$ cat config.mk
export PLATFORM = sky130hd
export DESIGN_NAME = synth_voice_allocator
export DESIGN_NICKNAME = d
export VERILOG_FILES = /design/src/hdl/sva_pkg.sv /design/src/hdl/sva_voice_store.sv /design/src/hdl/synth_voice_allocator.sv
export SDC_FILE = /design/constraint.sdc
export NUM_CORES = 1
export LEC_CHECK = 0
export ABC_AREA = 1
export BUFFER_PORTS_ARGS = -buffer_cell sky130_fd_sc_hd__buf_4
export CORE_ASPECT_RATIO = 1.25
export CORE_UTILIZATION = 55
export DETAILED_ROUTE_END_ITERATION = 10
export PLACE_DENSITY_LB_ADDON = 0.15
export SETUP_SLACK_MARGIN = 0.3
export SYNTH_ARGS = -nofsm -noshare
export SYNTH_HDL_FRONTEND = slang
export SYNTH_SLANG_ARGS = --single-unit
export TNS_END_PERCENT = 50
$ cat constraint.sdc
create_clock -name clock -period 3.3 [get_ports clock]
set_input_delay 0.33 -clock clock [delete_from_list [all_inputs] [get_ports clock]]
set_output_delay 0.33 -clock clock [all_outputs]
set_load 0.01 [all_outputs]
$ cat src/hdl/sva_pkg.sv
// shared types and constants for the synth voice allocator
// used by sva_voice_store and synth_voice_allocator, no dependencies
`default_nettype none

package sva_pkg;

   localparam int NUM_VOICES = 8;
   localparam int VIDX_W     = $clog2(NUM_VOICES);
   localparam int NOTE_W     = 7;
   localparam int AGE_W      = 16;
   localparam int CHAN_W     = 5;
   localparam int MAP_W      = 32;
   localparam int REQ_DATA_W = 24;
   localparam int RSP_DATA_W = 32;

   localparam logic [AGE_W-1:0] AGE_MAX = '1;

   typedef enum logic [1:0] {
      CMD_NOTE_ON  = 2'd0,
      CMD_NOTE_OFF = 2'd1,
      CMD_TICK     = 2'd2,
      CMD_UNUSED   = 2'd3
   } cmd_type;

   // one write to the voice state, fields enabled separately
   typedef struct packed {
      logic              busy_we;
      logic              busy;
      logic              note_we;
      logic [NOTE_W-1:0] note;
      logic              age_we;
      logic [AGE_W-1:0]  age;
      logic [VIDX_W-1:0] idx;
   } voice_wr_type;

   typedef struct packed {
      logic              busy;
      logic [NOTE_W-1:0] note;
      logic [AGE_W-1:0]  age;
   } voice_rd_type;

endpackage

`default_nettype wire

$ cat src/hdl/sva_voice_store.sv
// per-voice state: busy flags, held key and age, one read and one write port
// depends on sva_pkg
`default_nettype none

module sva_voice_store
   import sva_pkg::*;
(
   input  wire logic              clock,
   input  wire logic              reset,
   input  wire logic [VIDX_W-1:0] rd_idx,
   output voice_rd_type           rd_data,
   input  wire voice_wr_type      wr
);

   logic [NUM_VOICES-1:0] busy_ff;
   logic [NOTE_W-1:0]     note_ff [NUM_VOICES];
   logic [AGE_W-1:0]      age_ff  [NUM_VOICES];

   // key and age of a free voice are never looked at, so only busy resets
   always_ff @(posedge clock) begin
      if (reset) begin
         busy_ff <= '0;
      end else if (wr.busy_we) begin
         busy_ff[wr.idx] <= wr.busy;
      end
      if (wr.note_we) begin
         note_ff[wr.idx] <= wr.note;
      end
      if (wr.age_we) begin
         age_ff[wr.idx] <= wr.age;
      end
   end

   always_comb begin
      rd_data.busy = busy_ff[rd_idx];
      rd_data.note = note_ff[rd_idx];
      rd_data.age  = age_ff[rd_idx];
   end

endmodule

`default_nettype wire

$ cat src/hdl/synth_voice_allocator.sv
// top level of the voice allocator: handshakes, channel map, scan sequencer
// depends on sva_pkg and sva_voice_store
`default_nettype none

// Polyphonic voice allocator with oldest-note stealing. One transaction is
// taken at a time: req_tready is high only while the sequencer is idle. The
// sequencer walks the eight voices one per clock through a single compare
// and increment unit. A note-on passes from the accepting idle state through
// the scan, which ends early when a free voice is found, then a voice update
// if a voice is granted, then the result state; note-off and tick scan all
// eight voices before the result state, and the unused command goes from
// idle straight to the result state. A new transaction may be accepted while
// the previous result still waits on rsp_tready; it then waits in its result
// state. The channel map is written through csr_we/csr_wdata and must only
// change while idle; after reset every voice sits on channel 1. Every
// transaction gives one result.

module synth_voice_allocator
   import sva_pkg::*;
(
   input  wire logic                  clock,
   input  wire logic                  reset,
   input  wire logic                  req_tvalid,
   output logic                       req_tready,
   // channel[4:0], note_key[11:5], note_velocity[18:12], zero fill
   input  wire logic [REQ_DATA_W-1:0] req_tdata,
   // command[1:0]
   input  wire logic [1:0]            req_tuser,
   output logic                       rsp_tvalid,
   input  wire logic                  rsp_tready,
   // granted[0], voice_index[3:1], stolen[4], grant_key[11:5],
   // grant_velocity[18:12], released_mask[26:19], zero fill
   output logic [RSP_DATA_W-1:0]      rsp_tdata,
   input  wire logic                  csr_we,
   input  wire logic [MAP_W-1:0]      csr_wdata
);

   typedef enum logic [1:0] {
      S_IDLE,
      S_SCAN,
      S_WRITE,
      S_DONE
   } state_type;

   state_type             state_ff, state_in;
   cmd_type               cmd_ff, cmd_in;
   logic                  ch_valid_ff, ch_valid_in;
   logic [3:0]            ch0_ff, ch0_in;
   logic [NOTE_W-1:0]     key_ff, key_in;
   logic [NOTE_W-1:0]     vel_ff, vel_in;
   logic [VIDX_W-1:0]     idx_ff, idx_in;
   logic                  old_found_ff, old_found_in;
   logic [VIDX_W-1:0]     best_idx_ff, best_idx_in;
   logic [AGE_W-1:0]      best_age_ff, best_age_in;
   logic [NUM_VOICES-1:0] mask_ff, mask_in;
   logic [VIDX_W-1:0]     pick_ff, pick_in;
   logic                  granted_ff, granted_in;
   logic                  stolen_ff, stolen_in;
   logic                  rsp_valid_ff, rsp_valid_in;
   logic [RSP_DATA_W-1:0] rsp_data_ff, rsp_data_in;
   logic [MAP_W-1:0]      map_ff;

   voice_rd_type          rd;
   voice_wr_type          wr;

   logic                  vmatch;
   logic                  last;
   logic                  age_gt;
   logic [AGE_W-1:0]      age_inc;
   logic                  take_old;
   logic [3:0]            map_chan;
   logic [CHAN_W-1:0]     req_chan;

   sva_voice_store u_store (
      .clock   (clock),
      .reset   (reset),
      .rd_idx  (idx_ff),
      .rd_data (rd),
      .wr      (wr)
   );

   always_ff @(posedge clock) begin
      if (reset) begin
         map_ff <= '0;
      end else if (csr_we) begin
         map_ff <= csr_wdata;
      end
   end

   assign req_chan = req_tdata[CHAN_W-1:0];
   assign map_chan = map_ff[{idx_ff, 2'b00} +: 4];
   assign vmatch   = ch_valid_ff && (map_chan == ch0_ff);
   assign last     = (idx_ff == VIDX_W'(NUM_VOICES - 1));

   // the one shared compare and increment unit
   assign age_gt   = rd.age > best_age_ff;
   assign age_inc  = rd.age + AGE_W'(1);
   assign take_old = vmatch && rd.busy && (!old_found_ff || age_gt);

   assign req_tready = (state_ff == S_IDLE);
   assign rsp_tvalid = rsp_valid_ff;
   assign rsp_tdata  = rsp_data_ff;

   always_comb begin
      state_in     = state_ff;
      cmd_in       = cmd_ff;
      ch_valid_in  = ch_valid_ff;
      ch0_in       = ch0_ff;
      key_in       = key_ff;
      vel_in       = vel_ff;
      idx_in       = idx_ff;
      old_found_in = old_found_ff;
      best_idx_in  = best_idx_ff;
      best_age_in  = best_age_ff;
      mask_in      = mask_ff;
      pick_in      = pick_ff;
      granted_in   = granted_ff;
      stolen_in    = stolen_ff;
      rsp_valid_in = rsp_valid_ff && !rsp_tready;
      rsp_data_in  = rsp_data_ff;
      wr           = '0;
      wr.idx       = idx_ff;

      unique case (state_ff)
         S_IDLE: begin
            if (req_tvalid) begin
               cmd_in       = cmd_type'(req_tuser);
               ch_valid_in  = (req_chan >= CHAN_W'(1)) && (req_chan <= CHAN_W'(16));
               ch0_in       = 4'(req_chan - CHAN_W'(1));
               key_in       = req_tdata[CHAN_W +: NOTE_W];
               vel_in       = req_tdata[CHAN_W+NOTE_W +: NOTE_W];
               idx_in       = '0;
               old_found_in = 1'b0;
               best_idx_in  = '0;
               best_age_in  = '0;
               mask_in      = '0;
               pick_in      = '0;
               granted_in   = 1'b0;
               stolen_in    = 1'b0;
               state_in     = (cmd_type'(req_tuser) == CMD_UNUSED) ? S_DONE : S_SCAN;
            end
         end

         S_SCAN: begin
            if (!last) begin
               idx_in = idx_ff + VIDX_W'(1);
            end
            unique case (cmd_ff)
               CMD_NOTE_ON: begin
                  if (vmatch && !rd.busy) begin
                     // lowest free voice wins outright
                     pick_in    = idx_ff;
                     granted_in = 1'b1;
                     stolen_in  = 1'b0;
                     state_in   = S_WRITE;
                  end else begin
                     if (take_old) begin
                        old_found_in = 1'b1;
                        best_idx_in  = idx_ff;
                        best_age_in  = rd.age;
                     end
                     if (last) begin
                        granted_in = old_found_in;
                        stolen_in  = old_found_in;
                        pick_in    = best_idx_in;
                        state_in   = old_found_in ? S_WRITE : S_DONE;
                     end
                  end
               end
               CMD_NOTE_OFF: begin
                  if (rd.busy && vmatch && (rd.note == key_ff)) begin
                     wr.busy_we      = 1'b1;
                     wr.busy         = 1'b0;
                     mask_in[idx_ff] = 1'b1;
                  end
                  if (last) begin
                     state_in = S_DONE;
                  end
               end
               CMD_TICK: begin
                  if (rd.busy && (rd.age != AGE_MAX)) begin
                     wr.age_we = 1'b1;
                     wr.age    = age_inc;
                  end
                  if (last) begin
                     state_in = S_DONE;
                  end
               end
               default: begin
                  state_in = S_DONE;
               end
            endcase
         end

         S_WRITE: begin
            wr.idx     = pick_ff;
            wr.busy_we = 1'b1;
            wr.busy    = 1'b1;
            wr.note_we = 1'b1;
            wr.note    = key_ff;
            wr.age_we  = 1'b1;
            wr.age     = '0;
            state_in   = S_DONE;
         end

         S_DONE: begin
            if (!rsp_valid_ff || rsp_tready) begin
               rsp_valid_in = 1'b1;
               rsp_data_in  = {
                  (RSP_DATA_W - 27)'(0),
                  (cmd_ff == CMD_NOTE_OFF) ? mask_ff : NUM_VOICES'(0),
                  granted_ff ? vel_ff : NOTE_W'(0),
                  granted_ff ? key_ff : NOTE_W'(0),
                  granted_ff && stolen_ff,
                  granted_ff ? pick_ff : VIDX_W'(0),
                  granted_ff
               };
               state_in     = S_IDLE;
            end
         end

         default: begin
            state_in = S_IDLE;
         end
      endcase
   end

   always_ff @(posedge clock) begin
      if (reset) begin
         state_ff     <= S_IDLE;
         rsp_valid_ff <= 1'b0;
      end else begin
         state_ff     <= state_in;
         rsp_valid_ff <= rsp_valid_in;
      end
      cmd_ff       <= cmd_in;
      ch_valid_ff  <= ch_valid_in;
      ch0_ff       <= ch0_in;
      key_ff       <= key_in;
      vel_ff       <= vel_in;
      idx_ff       <= idx_in;
      old_found_ff <= old_found_in;
      best_idx_ff  <= best_idx_in;
      best_age_ff  <= best_age_in;
      mask_ff      <= mask_in;
      pick_ff      <= pick_in;
      granted_ff   <= granted_in;
      stolen_ff    <= stolen_in;
      rsp_data_ff  <= rsp_data_in;
   end

   // a new result only comes out of the result state
   a_rsp_from_done: assert property (@(posedge clock) disable iff (reset)
      $rose(rsp_valid_ff) |-> $past(state_ff == S_DONE))
      else $error("result raised outside the result state");

   // no grant means no voice index and no steal
   a_no_grant_fields: assert property (@(posedge clock) disable iff (reset)
      (rsp_valid_ff && !rsp_data_ff[0]) |-> (rsp_data_ff[4:1] == 4'd0))
      else $error("voice fields set without a grant");

   // a release and a grant never share one result
   a_release_excl: assert property (@(posedge clock) disable iff (reset)
      (rsp_valid_ff && (rsp_data_ff[26:19] != 8'd0)) |-> !rsp_data_ff[0])
      else $error("released mask together with a grant");

endmodule

`default_nettype wire

# == Yosys cells after proc, flatten, opt, wreduce, memory -nomap -nowiden ==
# Memory sizes are Yosys's and may differ from the RTL's. A register that Yosys moved wholly into a read port is not among the register bits.
# Index checks and enable logic that the tools add are counted.
# classes
add_sub_neg,3
multipliers,0
div_mod_pow,0
magnitude_cmp,7
n_eq_ne,21
n_shift,1
n_mux,67
n_bitwise,1
n_reduce_logical,29
# op_table
operator,n
16-bit 2-to-1 mux,4
17-bit 2-to-1 mux,2
17-bit case mux with 2 select lines,1
3-bit 2-to-1 mux,11
8-bit 2-to-1 mux,4
16-bit case mux with 2 select lines,1
32-bit by 6-bit indexed part select with 4-bit output,1
1-bit 2-to-1 mux,22
3-bit case mux with 2 select lines,3
16-bit by 1-bit adder with 16-bit output (second input constant),1
16-bit greater-than comparator,1
2-bit 2-to-1 mux,8
16-bit inequality test (second input constant),1
8-bit case mux with 2 select lines,1
4-bit AND reduction,4
2-bit inequality test (second input constant),7
1-bit logical AND,11
8-bit bitwise mux,1
2-bit equality test (second input constant),4
3-bit by 4-bit less-than comparator with 1-bit output (second input constant),2
8-bit bitwise OR,1
2-bit case mux with 2 select lines,2
2-bit case mux with 4 select lines,1
7-bit equality test,1
22 further kinds,34
# word_totals
ff_bits,127
latch_bits,0
mem_bits_rw,184
rom_bits,0
mem_count,2
# mem_list
name,depth,word_bits,read_ports,rd_ports_with_merged_regs,write_ports,line_no,rtl
u_store.age_ff,8,16,1,1,1,sva_voice_store.sv:17,logic [AGE_W-1:0] age_ff [NUM_VOICES];
u_store.note_ff,8,7,1,1,1,sva_voice_store.sv:16,logic [NOTE_W-1:0] note_ff [NUM_VOICES];

# == Longest topological paths before layout ==
# Gate-level depths: netlist of the first run.
# depth
word_depth,14
ltp_mapped,21

# == Hierarchy ==
# Synthesis of the first run repeated with hierarchy kept, for this count alone.
# hier_totals
cells_unflattened,1630
area_unflattened_um2,14706.6
# by_module_without_submodules
module,n_inst,cells_per_inst,area_per_inst_um2,seq_area_each_um2
sva_voice_store,1,910,8590.7,5685.5
synth_voice_allocator,1,720,6115.9,3223.1

# == Worst setup path before layout of the first run ==
# Ideal clock, no wire load.
# synth_timing
path_kind,flip-flop to flip-flop
start,register (tool-made name)
end,register best_age_ff[0] (enable)
arrival_time_ps,3008
required_ps,2906
slack_ps,-102
path_stages_with_launch,20
path_buffers,3
cell_sequence,dfxtp_1 inv_2 buf_6 buf_6 buf_4 o21ai_0 o22ai_1 nand2_1 nand2_1 ha_1 nand2_1 inv_1 nand3_1 nor3_1 o21ai_0 nand2_1 nand2_1 nand2_1 nand2_1 a21oi_1
# synth_rtl
item,line_no,rtl
"end signal, assigned",synth_voice_allocator.sv:244,best_age_ff <= best_age_in;
"end, declared",synth_voice_allocator.sv:54,"logic [AGE_W-1:0] best_age_ff, best_age_in;"

==> results of run 1 <==
## power groups by stage
stage / combinational, uW / sequential [uW] / clock (uW)
after CTS: 5290 / 5380 / 3400
after floorplan: 3780 / 5330 / 0
after global routing: 6900 / 5450 / 3550
after detailed placement: 5170 / 5450 / 0
final: 6230 / 5400 / 3370
after global placement: 5010 / 5430 / 0
## timing repair
item,CTS,global route
endpoints found under the hold margin,23,0
cloned,0,7
setup buffers,0,15
hold buffers,23,0
resized for setup,17,97
setup endpoints to repair,238,254
pin swaps,0,27
## layout by cell type (no fill, tap or decap), drive strengths merged, types with 6 or more instances in the layout
cell         count
o21ai          130
o211ai           6
inv            204
nor3             9
nor2           210
buf            157
dlygate4sd3     23
nand3           70
nand2          287
dfxtp           46
or2              6
o22ai           29
a21oi           64
ha              28
clkbuf          54
edfxtp         268
## path summary, 6_finish.rpt
check / startpoint / endpoint / slack [ns]
worst max register to register: flip-flop / best_age_ff[7]$_SDFFCE_PN0P_ / 0.33
worst max-delay path: flip-flop / best_age_ff[7]$_SDFFCE_PN0P_ / 0.33
worst min-delay path: csr_wdata[26] / map_ff[26]$_SDFFE_PP0P_ / 0.01
worst min register to register: map_ff[11]$_SDFFE_PP0P_ / map_ff[11]$_SDFFE_PP0P_ / 0.45
## registers in the layout, summed over array words and instances, names as in the netlist, named ones only
register	count
best_idx_ff	3
u_store.age_ff	128
map_ff	32
rsp_tdata	27
idx_ff	3
rsp_tvalid	1
cmd_ff	2
state_ff	2
vel_ff	7
granted_ff	1
mask_ff	8
u_store.busy_ff	8
key_ff	7
old_found_ff	1
u_store.note_ff	56
stolen_ff	1
best_age_ff	16
ch_valid_ff	1
ch0_ff	4
pick_ff	3
## per-layer routing
metal / global-route usage (%) / vias to the layer above / share of wire (%)
met5: 0 / - / 0
met4: 7.46 / 0 / 2.9
met3: 2.85 / 70 / 4.7
met2: 43.6 / 270 / 51
met1: 30.9 / 4964 / 41
li1: - / 5098 / -
## tightest hold or removal path: cells and delay by family
kind	cells	cell delay, ns
buffers and inverters	1	0.07
and+or+nand+nor	2	0.12
## cell families (layout without fill, tap and decap cells)
| family | Yosys count | in the layout | synth area share, % |
|---|---|---|---|
| simple gates | 587 | 587 | 16.9 |
| flops | 314 | 314 | 62.4 |
| buf+inv | 269 | 444 | 8.46 |
| compound gates | 240 | 240 | 9.42 |
| fa+ha+maj | 28 | 28 | 2.44 |
| xor+xnor | 6 | 6 | 0.366 |
| other cells | 1 | 5 | 0.0261 |
## cell type report
class | instances | area [sq um] | area share (%)
multi-input cells | 866 | 4520 | 26.1
repair buffers | 184 | 1670 | 9.62
clock buffers | 50 | 945 | 5.45
well taps | 335 | 419 | 2.42
clock inverters | 7 | 37.5 | 0.216
flip-flops and latches | 314 | 8970 | 51.7
inverters | 203 | 777 | 4.48
## metrics by stage
| step | utilization, % | instances |
|---|---|---|
| after floorplan | - | 1449 |
| after global placement | 60.7 | 1857 |
| after detailed placement | 60.7 | 1857 |
| after CTS | 65.7 | 1937 |
| after global routing | 68.1 | 1959 |
| final | 68.1 | 1959 |
==> impl_metrics.yaml, run 1 <==
synth:
  yosysWarnings: 0
  ys_top_cells_by_count: "283 x sky130_fd_sc_hd__nand2_1, 268 x sky130_fd_sc_hd__edfxtp_1, 198 x sky130_fd_sc_hd__nor2_1, 190 x sky130_fd_sc_hd__inv_1, 91 x sky130_fd_sc_hd__o21ai_0"
  synthDominantCellAreaShare_pct: 56.0
  synth_ff_type: "sky130_fd_sc_hd__edfxtp_1"
  synth.largest_area_cell: "sky130_fd_sc_hd__edfxtp_1"
  synth_sequential_area_ratio_pct: 62.4
  synth.area.top_cells: "sky130_fd_sc_hd__edfxtp_1 56%, sky130_fd_sc_hd__nand2_1 7.4%, sky130_fd_sc_hd__dfxtp_1 6.4%"
  netlist_area_before_placement_sq_um: 14400
  synthArstFlopShare_pct: 0
  synth.lib_cells_used.distinct: 43
  synth.avg_cell_area_sq_um: 9.94
  synth-seq-cells: 314
  syn-instance-count: 1445
  synthMostInstantiatedCell: "sky130_fd_sc_hd__nand2_1"
  number_of_flops_mapped_to_enable_cells_by_yosys: 268
run_status:
  status: "completed"
pwr:
  netSwitchingPower_uw: 5690
  leakage_power_uw: 0.00710
  power_frac_comb_pct: 41.5
  power.internal_uw: 9300
  power-per-cell-area_nw_per_um2: 864
  ir_drop_mv: 0.608
  total_power_uw: 15000
  power.sequential.fraction_pct: 36.0
  power.share.clock_pct: 22.5
  power.switching_fraction_pct: 38.0
sta:
  final.hold.worst_slack_ns: 0.0113
  setup_viol: 0
  setup_ws_ns: 0.326
  final.period_utilization_pct: 90.1
  period_needed_ns: 2.97
  setup-tns-final_ns: 0
  rsz0062_at_grt: "yes"
  achievable-frequency_mhz: 336
  hold_viol_final: 0
  worst_pin_slew_ns: 0.899
  finalMaxSlewViolations: 0
  final.setup_skew_ns: 0.0136
  relSlewSlack_pct: 40.0
critical_path:
  critPathArrivalTime_ns: 3.25
  critPathBufInv: 5
  cpLargestDelayFamily: "compound AO/OA/AOI/OAI gates"
  cp.depth: 18
  critPathKind: "reg2reg"
  timing.critical_path.to_type: "flip-flop"
  path_common_cell: "sky130_fd_sc_hd__nand2_2"
  cpMaxStageDelayCell: "sky130_fd_sc_hd__dfxtp_4"
  reg2regPathDepth: 18
  cp_data_required_time_ns: 3.58
  cp_slowest_stage_delay_ns: 0.42
  cp_cell_sequence: "buf_12 -> buf_16 -> o21ai_2 -> o22ai_1 -> inv_1 -> o21ai_4 -> inv_2 -> ha_4 -> nor2_2 -> o21bai_1 -> a21boi_2 -> o21ai_1 -> nand2_1 -> nand2_2 -> nand2_2 -> nand2_4 -> a21oi_4 -> clkbuf_16"
  largest_driver_fanout_on_the_critical_path: 8
  critical_path.startpoint_type: "flip-flop"
final_layout:
  layout-drive-gt1-share_pct: 19.5
  nFillCells: 1926
  layout.nets: 1691
  area_growth_syn_to_fin_pct: 20.7
  num_antenna_cells: 0
  layout.cell_area.non_filler_sq_um: 17300
placement:
  detailedPlacementHpwl_microns: 20900
  io_buffers: 86
  pre_cts_ws_ns: 0.0418
  placement.cell_area_sq_um: 15400
  gp_congestion: 0.872
global_routing:
  grt_first_pass_wirelength_microns: 50900
  grt_start_max_net_pins: 55
  first_global_vias: 10100
  grt_antenna_before_repair: 0
  globalRouteOverflowTotal: 0
  grt_use_total_pct: 24.4
clock_network:
  clock_sinks: 314
  h-tree-depth: 1
  cts.path.max_buffers: 3
  ctsRootBufferMaster: "sky130_fd_sc_hd__clkbuf_16"
  worst_setup_hold_path_clk_slew_ns: 0.06
  clock_insertion_delay_worst_skew_ns: 0.56
  tritoncts: "built"
  tritoncts.num_buffers: 31
die:
  dieArea_sq_um: 26800
  area_inside_the_core_boundary_sq_um: 25500
  die_w_microns: 147
  starting_density_of_the_core_pct: 56.4
  row_count: 65
  die_extent_in_y_microns: 183
  number_of_top_level_pins: 97
routing:
  detailedRoute.firstIterationViolations: 842
  antenna_violating_nets_post_route: 0
  vias: 10400
  route.detailed.vias_per_inst: 5.31
  wl_per_cell_microns: 16.9
  drcViolationCount: 0
  finalWirelength_microns: 33000
  detail_route.first_pass.iterations: 5
min_path:
  hp-class: "in2reg"
  whs_path_depth: 3
run:
  max_cap_violations: 0
No activity file was read; power rests on OpenSTA's default activity.
==> run 2, diff against run 1 <==
- CORE_UTILIZATION: 55 -> 60
- SYNTH_HIERARCHICAL: default -> 1
- clock period: 3.3 -> 2.75 ns (I/O delays scaled with it)
==> run 2 against run 1 <==
The run now ends with negative setup slack left. Final cell count rose by 14%. Sequential cell count decreased by 3. Sequential share of layout area fell by 4.4 points. Synthesized area grew 2.4%. Register-to-register slack lost 0.87 ns. Via count is 11% higher. Largest power group unchanged. Highest routed layer unchanged.
==> impl_metrics.yaml, run 2 <==
global_routing:
  globalRouteOverflowTotal: 0
  first_global_vias: 11100
  grt_use_met3_pct: 2.62
  grt_start_max_net_pins: 52
  grt_antenna_before_repair: 0
  use_met2_pct: 49.6
  grt_first_pass_wirelength_microns: 55200
  global_route.usage.met1_pct: 35.9
  grt_most_used_layer: "met2"
  grt_use_total_pct: 28.4
pwr:
  leakage_power_uw: 0.00879
  total_power_uw: 18500
  power-per-cell-area_nw_per_um2: 984
  ir_drop_mv: 0.697
routing:
  drcViolationCount: 0
  finalWirelength_microns: 36600
  detail_route.first_pass.iterations: 6
  detailedRoute.firstIterationViolations: 942
  route.detailed.vias_per_inst: 5.21
  wl_per_cell_microns: 16.4
  antenna_violating_nets_post_route: 0
  vias: 11600
critical_path:
  cpMaxStageDelayCell: "sky130_fd_sc_hd__edfxtp_1"
  cpLargestDelayFamily: "simple AND/OR/NAND/NOR gates"
  largest_driver_fanout_on_the_critical_path: 8
  cp_data_required_time_ns: 3.06
  cp_cell_sequence: "buf_6 -> buf_8 -> nand2_2 -> nand3_1 -> nand2_1 -> nand2_1 -> nand2_2 -> ha_4 -> nand3_4 -> nor3_4 -> inv_2 -> nor2_4 -> inv_2 -> nor3_4 -> nand2_1 -> nor2_1 -> a21oi_1 -> nand2_2 -> o21ai_1 -> bufinv_8 -> nor2_4 -> clkbuf_16"
  critPathKind: "reg2reg"
  cp_slowest_stage_delay_ns: 0.42
  critPathArrivalTime_ns: 3.61
  critPathBufInv: 6
  timing.critical_path.to_type: "flip-flop"
  critical_path.startpoint_type: "flip-flop"
final_layout:
  layout-drive-gt1-share_pct: 19.8
  layout.nets: 1968
  mostFrequentLayoutCells: "459 x sky130_fd_sc_hd__nand2_1, 341 x sky130_fd_sc_hd__inv_1, 268 x sky130_fd_sc_hd__edfxtp_1"
  registers.top_by_ff_count: "u_store/age_ff"
  finalNonFillerCells: 2226
  num_antenna_cells: 0
  area_growth_syn_to_fin_pct: 27.8
  layout_commonest_cell: "sky130_fd_sc_hd__nand2_1"
  biggest_registers_after_layout: "u_store/age_ff x128, u_store/note_ff x56, map_ff x32"
  largest_reg_flops: 128
synth:
  ys_top_cells_by_count: "486 x sky130_fd_sc_hd__nand2_1, 345 x sky130_fd_sc_hd__inv_1, 268 x sky130_fd_sc_hd__edfxtp_1, 119 x sky130_fd_sc_hd__nand3_1, 110 x sky130_fd_sc_hd__nor2_1"
  synth-seq-cells: 311
  synthDominantCellAreaShare_pct: 54.7
  synth_sequential_area_ratio_pct: 60.6
  synthArstFlopShare_pct: 0
  netlist_area_before_placement_sq_um: 14700
  yosysWarnings: 6
  synth.area.top_cells: "sky130_fd_sc_hd__edfxtp_1 55%, sky130_fd_sc_hd__nand2_1 12%, sky130_fd_sc_hd__inv_1 8.8%"
  synth.avg_cell_area_sq_um: 9.02
  number_of_flops_mapped_to_enable_cells_by_yosys: 268
  synth.lib_cells_used.distinct: 40
  synth.largest_area_cell: "sky130_fd_sc_hd__edfxtp_1"
  syn-instance-count: 1630
  synthMostInstantiatedCell: "sky130_fd_sc_hd__nand2_1"
  synth_ff_type: "sky130_fd_sc_hd__edfxtp_1"
sta:
  final.setup_skew_ns: 0.0271
  relSlewSlack_pct: 40.0
  period_needed_ns: 3.29
  finalMaxSlewViolations: 0
  hold_viol_final: 0
  setup_viol: 299
  worst_pin_slew_ns: 0.897
  achievable-frequency_mhz: 304
  rsz0062_at_grt: "yes"
  setup_ws_ns: -0.542
  final.period_utilization_pct: 120
die:
  starting_density_of_the_core_pct: 61.6
  row_count: 63
  number_of_top_level_pins: 97
  dieArea_sq_um: 25100
  die_w_microns: 142
  die_extent_in_y_microns: 177
  area_inside_the_core_boundary_sq_um: 23900
clock_network:
  tritoncts.num_buffers: 30
  cts.path.max_buffers: 3
  h-tree-depth: 1
  clock_sinks: 311
  ctsRootBufferMaster: "sky130_fd_sc_hd__clkbuf_16"
  worst_setup_hold_path_clk_slew_ns: 0.07
  clock_insertion_delay_worst_skew_ns: 0.57
  tritoncts: "built"
run_status:
  failed_checks: "negative setup slack"
  status: "finished with violations"
min_path:
  hp-class: "in2reg"
placement:
  io_buffers: 86
  gp_congestion: 0.915
  dp.cells: 2107
  detailedPlacementHpwl_microns: 22700
run:
  max_cap_violations: 0
[run 2: cell count changes in the layout (fill, tap and decap cells not counted), sizes merged, moves of 17 or more]
cell	previous run	this run
nand2	287	489
inv	204	349
nor2	210	116
o21ai	130	49
buf	157	225
nand3	70	122
o22ai	29	7
dlygate4sd3	23	44
a21oi	64	47
[run 2: logic make-up (layout without fill, tap and decap cells)]
group / after synthesis / count (layout) / share of synthesized area [%]
xor gates and xnor gates: 7 / 7 / 0.417
DFF: 311 / 311 / 60.6
AOI/OAI and AO/OA: 113 / 113 / 4.11
and+or+nand+nor: 755 / 755 / 21.2
other: 1 / 5 / 0.0255
buffers and inverters: 415 / 682 / 11.3
adders and majority gates: 28 / 28 / 2.38
[run 2: final timing paths]
| check | to | start | slack [ns] | depth (start not counted) |
|---|---|---|---|---|
| worst max-delay path | u_store/age_ff[2][10]$_DFFE_PP_ | idx_ff[0]$_SDFFCE_PN0P_ | -0.54 | 22 |
| worst min-delay path | map_ff[7]$_SDFFE_PP0P_ | csr_wdata[7] | 0.006 | 3 |
| worst max register to register | u_store/age_ff[2][10]$_DFFE_PP_ | idx_ff[0]$_SDFFCE_PN0P_ | -0.54 | 22 |
| worst min register to register | map_ff[5]$_SDFFE_PP0P_ | map_ff[5]$_SDFFE_PP0P_ | 0.46 | 2 |
[run 2: repair_timing]
| item | CTS | global route |
|---|---|---|
| cloned | 0 | 7 |
| gates resized for setup | 11 | 75 |
| buffers inserted | 1 | 11 |
| pin swaps | 0 | 40 |
| hold buffers | 44 | 0 |
| hold endpoints to repair | 46 | 0 |
| endpoints found under the setup margin | 321 | 357 |
[run 2: cell type report]
class / instances / area, sq um
Timing Repair inverter: 1 / 5.00
Tap cell: 325 / 407
Fill cell: 1492 / 5090
Clock buffer: 45 / 962
Clock inverter: 11 / 85.1
Sequential cell: 311 / 8910
Inverter: 350 / 1340
Timing Repair Buffer: 275 / 2570
Multi-Input combinational cell: 908 / 4510
[run 2: worst min-delay path: stages]
cell and delay [ns]:
sky130_fd_sc_hd__buf_4 0.08, sky130_fd_sc_hd__o21ai_0 0.08, sky130_fd_sc_hd__a21oi_1 0.11
[run 2: power breakdown]
part | total (uW) | switching (uW) | leakage, uW | internal, uW
Sequential | 6050 | 244 | 0.00304 | 5810
Combinational | 8160 | 4950 | 0.00523 | 3210
Clock | 4280 | 1770 | 0.000528 | 2510
Total | 18500 | 6970 | 0.00879 | 11500
[run 2: per-layer routing]
| layer | vias up | share of wire [%] |
|---|---|---|
| met3 | 101 | 6.7 |
| met2 | 519 | 51 |
| met5 | - | 0 |
| li1 | 5598 | - |
| met4 | 0 | 3.6 |
| met1 | 5378 | 39 |
[run 2: per-stage QoR]
stage | setup TNS, ns | setup WS (ns) | cell area (sq um) | hold WS, ns | util (%)
after floorplan | -70.14 | -0.368 | 14900 | 0.337 | -
after global placement | -64.15 | -0.364 | 16700 | 0.447 | 70.0
after detailed placement | -93.43 | -0.382 | 16700 | 0.452 | 70.0
after CTS | -81.97 | -0.356 | 18300 | 0.000149 | 76.5
after global routing | -168.89 | -0.673 | 18800 | 0.0317 | 78.7
final | -124.65 | -0.542 | 18800 | 0.00626 | 78.7
==> run 3, diff against run 2 <==
- SYNTH_HIERARCHICAL: 1 -> default
==> run 3 against run 2 <==
The run still ends with negative setup slack left. Sequential cell count grew 3. Sequential power grew 7.1%. Die area shrank 2.3%. Global-route usage grew 0.76 points. Worst setup slack gained 0.20 ns. Clock-buffer cell count grew 2.
==> impl_metrics.yaml, run 3 (synthesis results as in run 1) <==
critical_path:
  cp_data_required_time_ns: 3.02
  cpLargestDelayFamily: "compound AO/OA/AOI/OAI gates"
  rrSetupSlack_ns: -0.35
  cpMaxStageDelayCell: "sky130_fd_sc_hd__dfxtp_4"
  critPathBufInv: 4
  timing.critical_path.to_type: "flip-flop"
  reg2regPathDepth: 18
  critical_path.startpoint_type: "flip-flop"
  critPathKind: "reg2reg"
  largest_driver_fanout_on_the_critical_path: 8
  cp_cell_sequence: "inv_6 -> buf_12 -> buf_8 -> o21ai_1 -> o22ai_2 -> nand2_2 -> nand2_4 -> ha_4 -> nand2_1 -> o21bai_2 -> a21boi_2 -> o21ai_1 -> nand2_1 -> nand2_2 -> nand2_2 -> nand2_4 -> a21oi_4 -> clkbuf_16"
  path_common_cell: "sky130_fd_sc_hd__nand2_2"
  r2r-end: "best_age_ff[0]$_SDFFCE_PN0P_"
  cp_slowest_stage_delay_ns: 0.44
  critPathArrivalTime_ns: 3.37
placement:
  detailedPlacementHpwl_microns: 21500
  dp.cells: 1894
  io_buffers: 86
  gp_congestion: 0.902
run_status:
  failed_checks: "negative setup slack"
  status: "finished with violations"
min_path:
  whs_path_depth: 3
  worst_hold_path.endpoint: "map_ff[5]$_SDFFE_PP0P_"
  hp-class: "in2reg"
  timing.hold.worst.start: "csr_wdata[5]"
final_layout:
  biggest_registers_after_layout: "u_store.age_ff x128, u_store.note_ff x56, map_ff x32"
  registers.top_by_ff_count: "u_store.age_ff"
  mostFrequentLayoutCells: "268 x sky130_fd_sc_hd__edfxtp_1, 253 x sky130_fd_sc_hd__nand2_1, 226 x sky130_fd_sc_hd__buf_4"
  layout_commonest_cell: "sky130_fd_sc_hd__edfxtp_1"
  largest_reg_flops: 128
  layout.nets: 1834
  area_growth_syn_to_fin_pct: 35.3
  layout-drive-gt1-share_pct: 31.1
  num_antenna_cells: 0
  finalNonFillerCells: 2054
die:
  die_w_microns: 140
  area_inside_the_core_boundary_sq_um: 23300
  number_of_top_level_pins: 97
  row_count: 62
  dieArea_sq_um: 24600
  starting_density_of_the_core_pct: 61.7
  die_extent_in_y_microns: 175
clock_network:
  h-tree-depth: 1
  worst_setup_hold_path_clk_slew_ns: 0.07
  cts.path.max_buffers: 3
  tritoncts: "built"
  clock_sinks: 314
  ctsRootBufferMaster: "sky130_fd_sc_hd__clkbuf_16"
  clock_insertion_delay_worst_skew_ns: 0.57
  tritoncts.num_buffers: 30
sta:
  setup_ws_ns: -0.346
  period_needed_ns: 3.10
  final.setup_skew_ns: 0.0307
  final.hold.worst_slack_ns: 0.00281
  finalMaxSlewViolations: 0
  achievable-frequency_mhz: 323
  setup-tns-final_ns: -37.76
  hold_viol_final: 0
  setup_viol: 279
  relSlewSlack_pct: 40.9
  rsz0062_at_grt: "yes"
  worst_pin_slew_ns: 0.886
  final.period_utilization_pct: 113
global_routing:
  grt_start_max_net_pins: 52
  globalRouteOverflowTotal: 0
  first_global_vias: 10900
  grt_antenna_before_repair: 0
  grt_first_pass_wirelength_microns: 55300
  grt_use_total_pct: 29.1
routing:
  drcViolationCount: 0
  route.detailed.vias_per_inst: 5.69
  vias: 11700
  finalWirelength_microns: 40000
  wl_per_cell_microns: 19.5
  detailedRoute.firstIterationViolations: 988
  detail_route.first_pass.iterations: 5
  antenna_violating_nets_post_route: 0
pwr:
  leakage_power_uw: 0.00806
  power-per-cell-area_nw_per_um2: 1110
  ir_drop_mv: 0.867
run:
  max_cap_violations: 0
run 3: changes by cell type in the layout (fill, tap and decap cells not counted), moves of 20 or more:
cell	delta
sky130_fd_sc_hd__nor2_1	+57
sky130_fd_sc_hd__nor2_2	+20
sky130_fd_sc_hd__nand2_1	-206
sky130_fd_sc_hd__o21ai_1	+36
sky130_fd_sc_hd__nand3_1	-44
sky130_fd_sc_hd__o21ai_2	+21
sky130_fd_sc_hd__inv_1	-158
sky130_fd_sc_hd__buf_4	+35
run 3: stage by stage:
stage | setup WS, ns | utilization [%] | power, uW | instance area (sq um)
finish | -0.346 | 83.5 | 21600 | 19400
detailed placement | -0.341 | 69.7 | 13900 | 16200
CTS | -0.156 | 78.9 | 19200 | 18400
global route | -0.438 | 83.5 | 22600 | 19400
global placement | -0.231 | 69.7 | 13700 | 16200
floorplan | 0.00550 | - | 11000 | 14400
run 3: layout make-up:
type	count	area, sq um
clock buffers	47	911
well taps	288	360
flip-flops and latches	314	8970
fillers	1224	3830
multi-input cells	866	5100
repair buffers	328	3230
inverters	203	777
clock inverters	8	91.3
run 3: how the worst max path moves through the flow:
stage,startpoint,endpoint,slack [ns],depth (start not counted)
6_report,flip-flop,best_age_ff[0]$_SDFFCE_PN0P_,-0.35,18
5_1_grt,flip-flop,best_age_ff[0]$_SDFFCE_PN0P_,-0.44,18
4_1_cts,flip-flop,best_age_ff[7]$_SDFFCE_PN0P_,-0.16,19
3_5_place_dp,flip-flop,pick_ff[1]$_SDFFCE_PN0P_,-0.34,18
3_3_place_gp,flip-flop,pick_ff[1]$_SDFFCE_PN0P_,-0.23,18
2_1_floorplan,flip-flop,best_age_ff[0]$_SDFFCE_PN0P_,0.005,17
run 3: timing repair:
item | 4_1_cts | 5_1_grt
resized for setup | 86 | 191
buffers inserted | 36 | 25
gates cloned | 4 | 7
endpoints found under the hold margin | 40 | 0
hold buffers | 33 | 0
pin swaps | 29 | 41
endpoints found under the setup margin | 298 | 357
run 3: worst register-to-register path: stages, from the launching register on:
cell and delay [ns]:
sky130_fd_sc_hd__dfxtp_4 0.44, sky130_fd_sc_hd__inv_6 0.07, sky130_fd_sc_hd__buf_12 0.15, sky130_fd_sc_hd__buf_8 0.14, sky130_fd_sc_hd__o21ai_1 0.19, sky130_fd_sc_hd__o22ai_2 0.09
sky130_fd_sc_hd__nand2_2 0.12, sky130_fd_sc_hd__nand2_4 0.08, sky130_fd_sc_hd__ha_4 0.27, sky130_fd_sc_hd__nand2_1 0.06, sky130_fd_sc_hd__o21bai_2 0.21, sky130_fd_sc_hd__a21boi_2 0.14
sky130_fd_sc_hd__o21ai_1 0.08, sky130_fd_sc_hd__nand2_1 0.09, sky130_fd_sc_hd__nand2_2 0.05, sky130_fd_sc_hd__nand2_2 0.08, sky130_fd_sc_hd__nand2_4 0.09, sky130_fd_sc_hd__a21oi_4 0.23
sky130_fd_sc_hd__clkbuf_16 0.21
run 3: report_power, final:
group / switching, uW / internal (uW) / total [uW] / leakage (uW)
combinational: 6180 / 4700 / 10900 / 0.00484
sequential: 375 / 6100 / 6480 / 0.00272
clock: 1770 / 2450 / 4220 / 0.000507
total: 8320 / 13200 / 21600 / 0.00806
run 3: routing by layer:
layer  GRT usage [%]  vias to the layer above  wire length (microns)
met1            35.9                     5530                  14300
li1                -                     5394                      -
met4            12.1                        0                   2230
met5               0                        -                      0
met2            51.6                      600                  20500
met3            3.75                      163                   2980
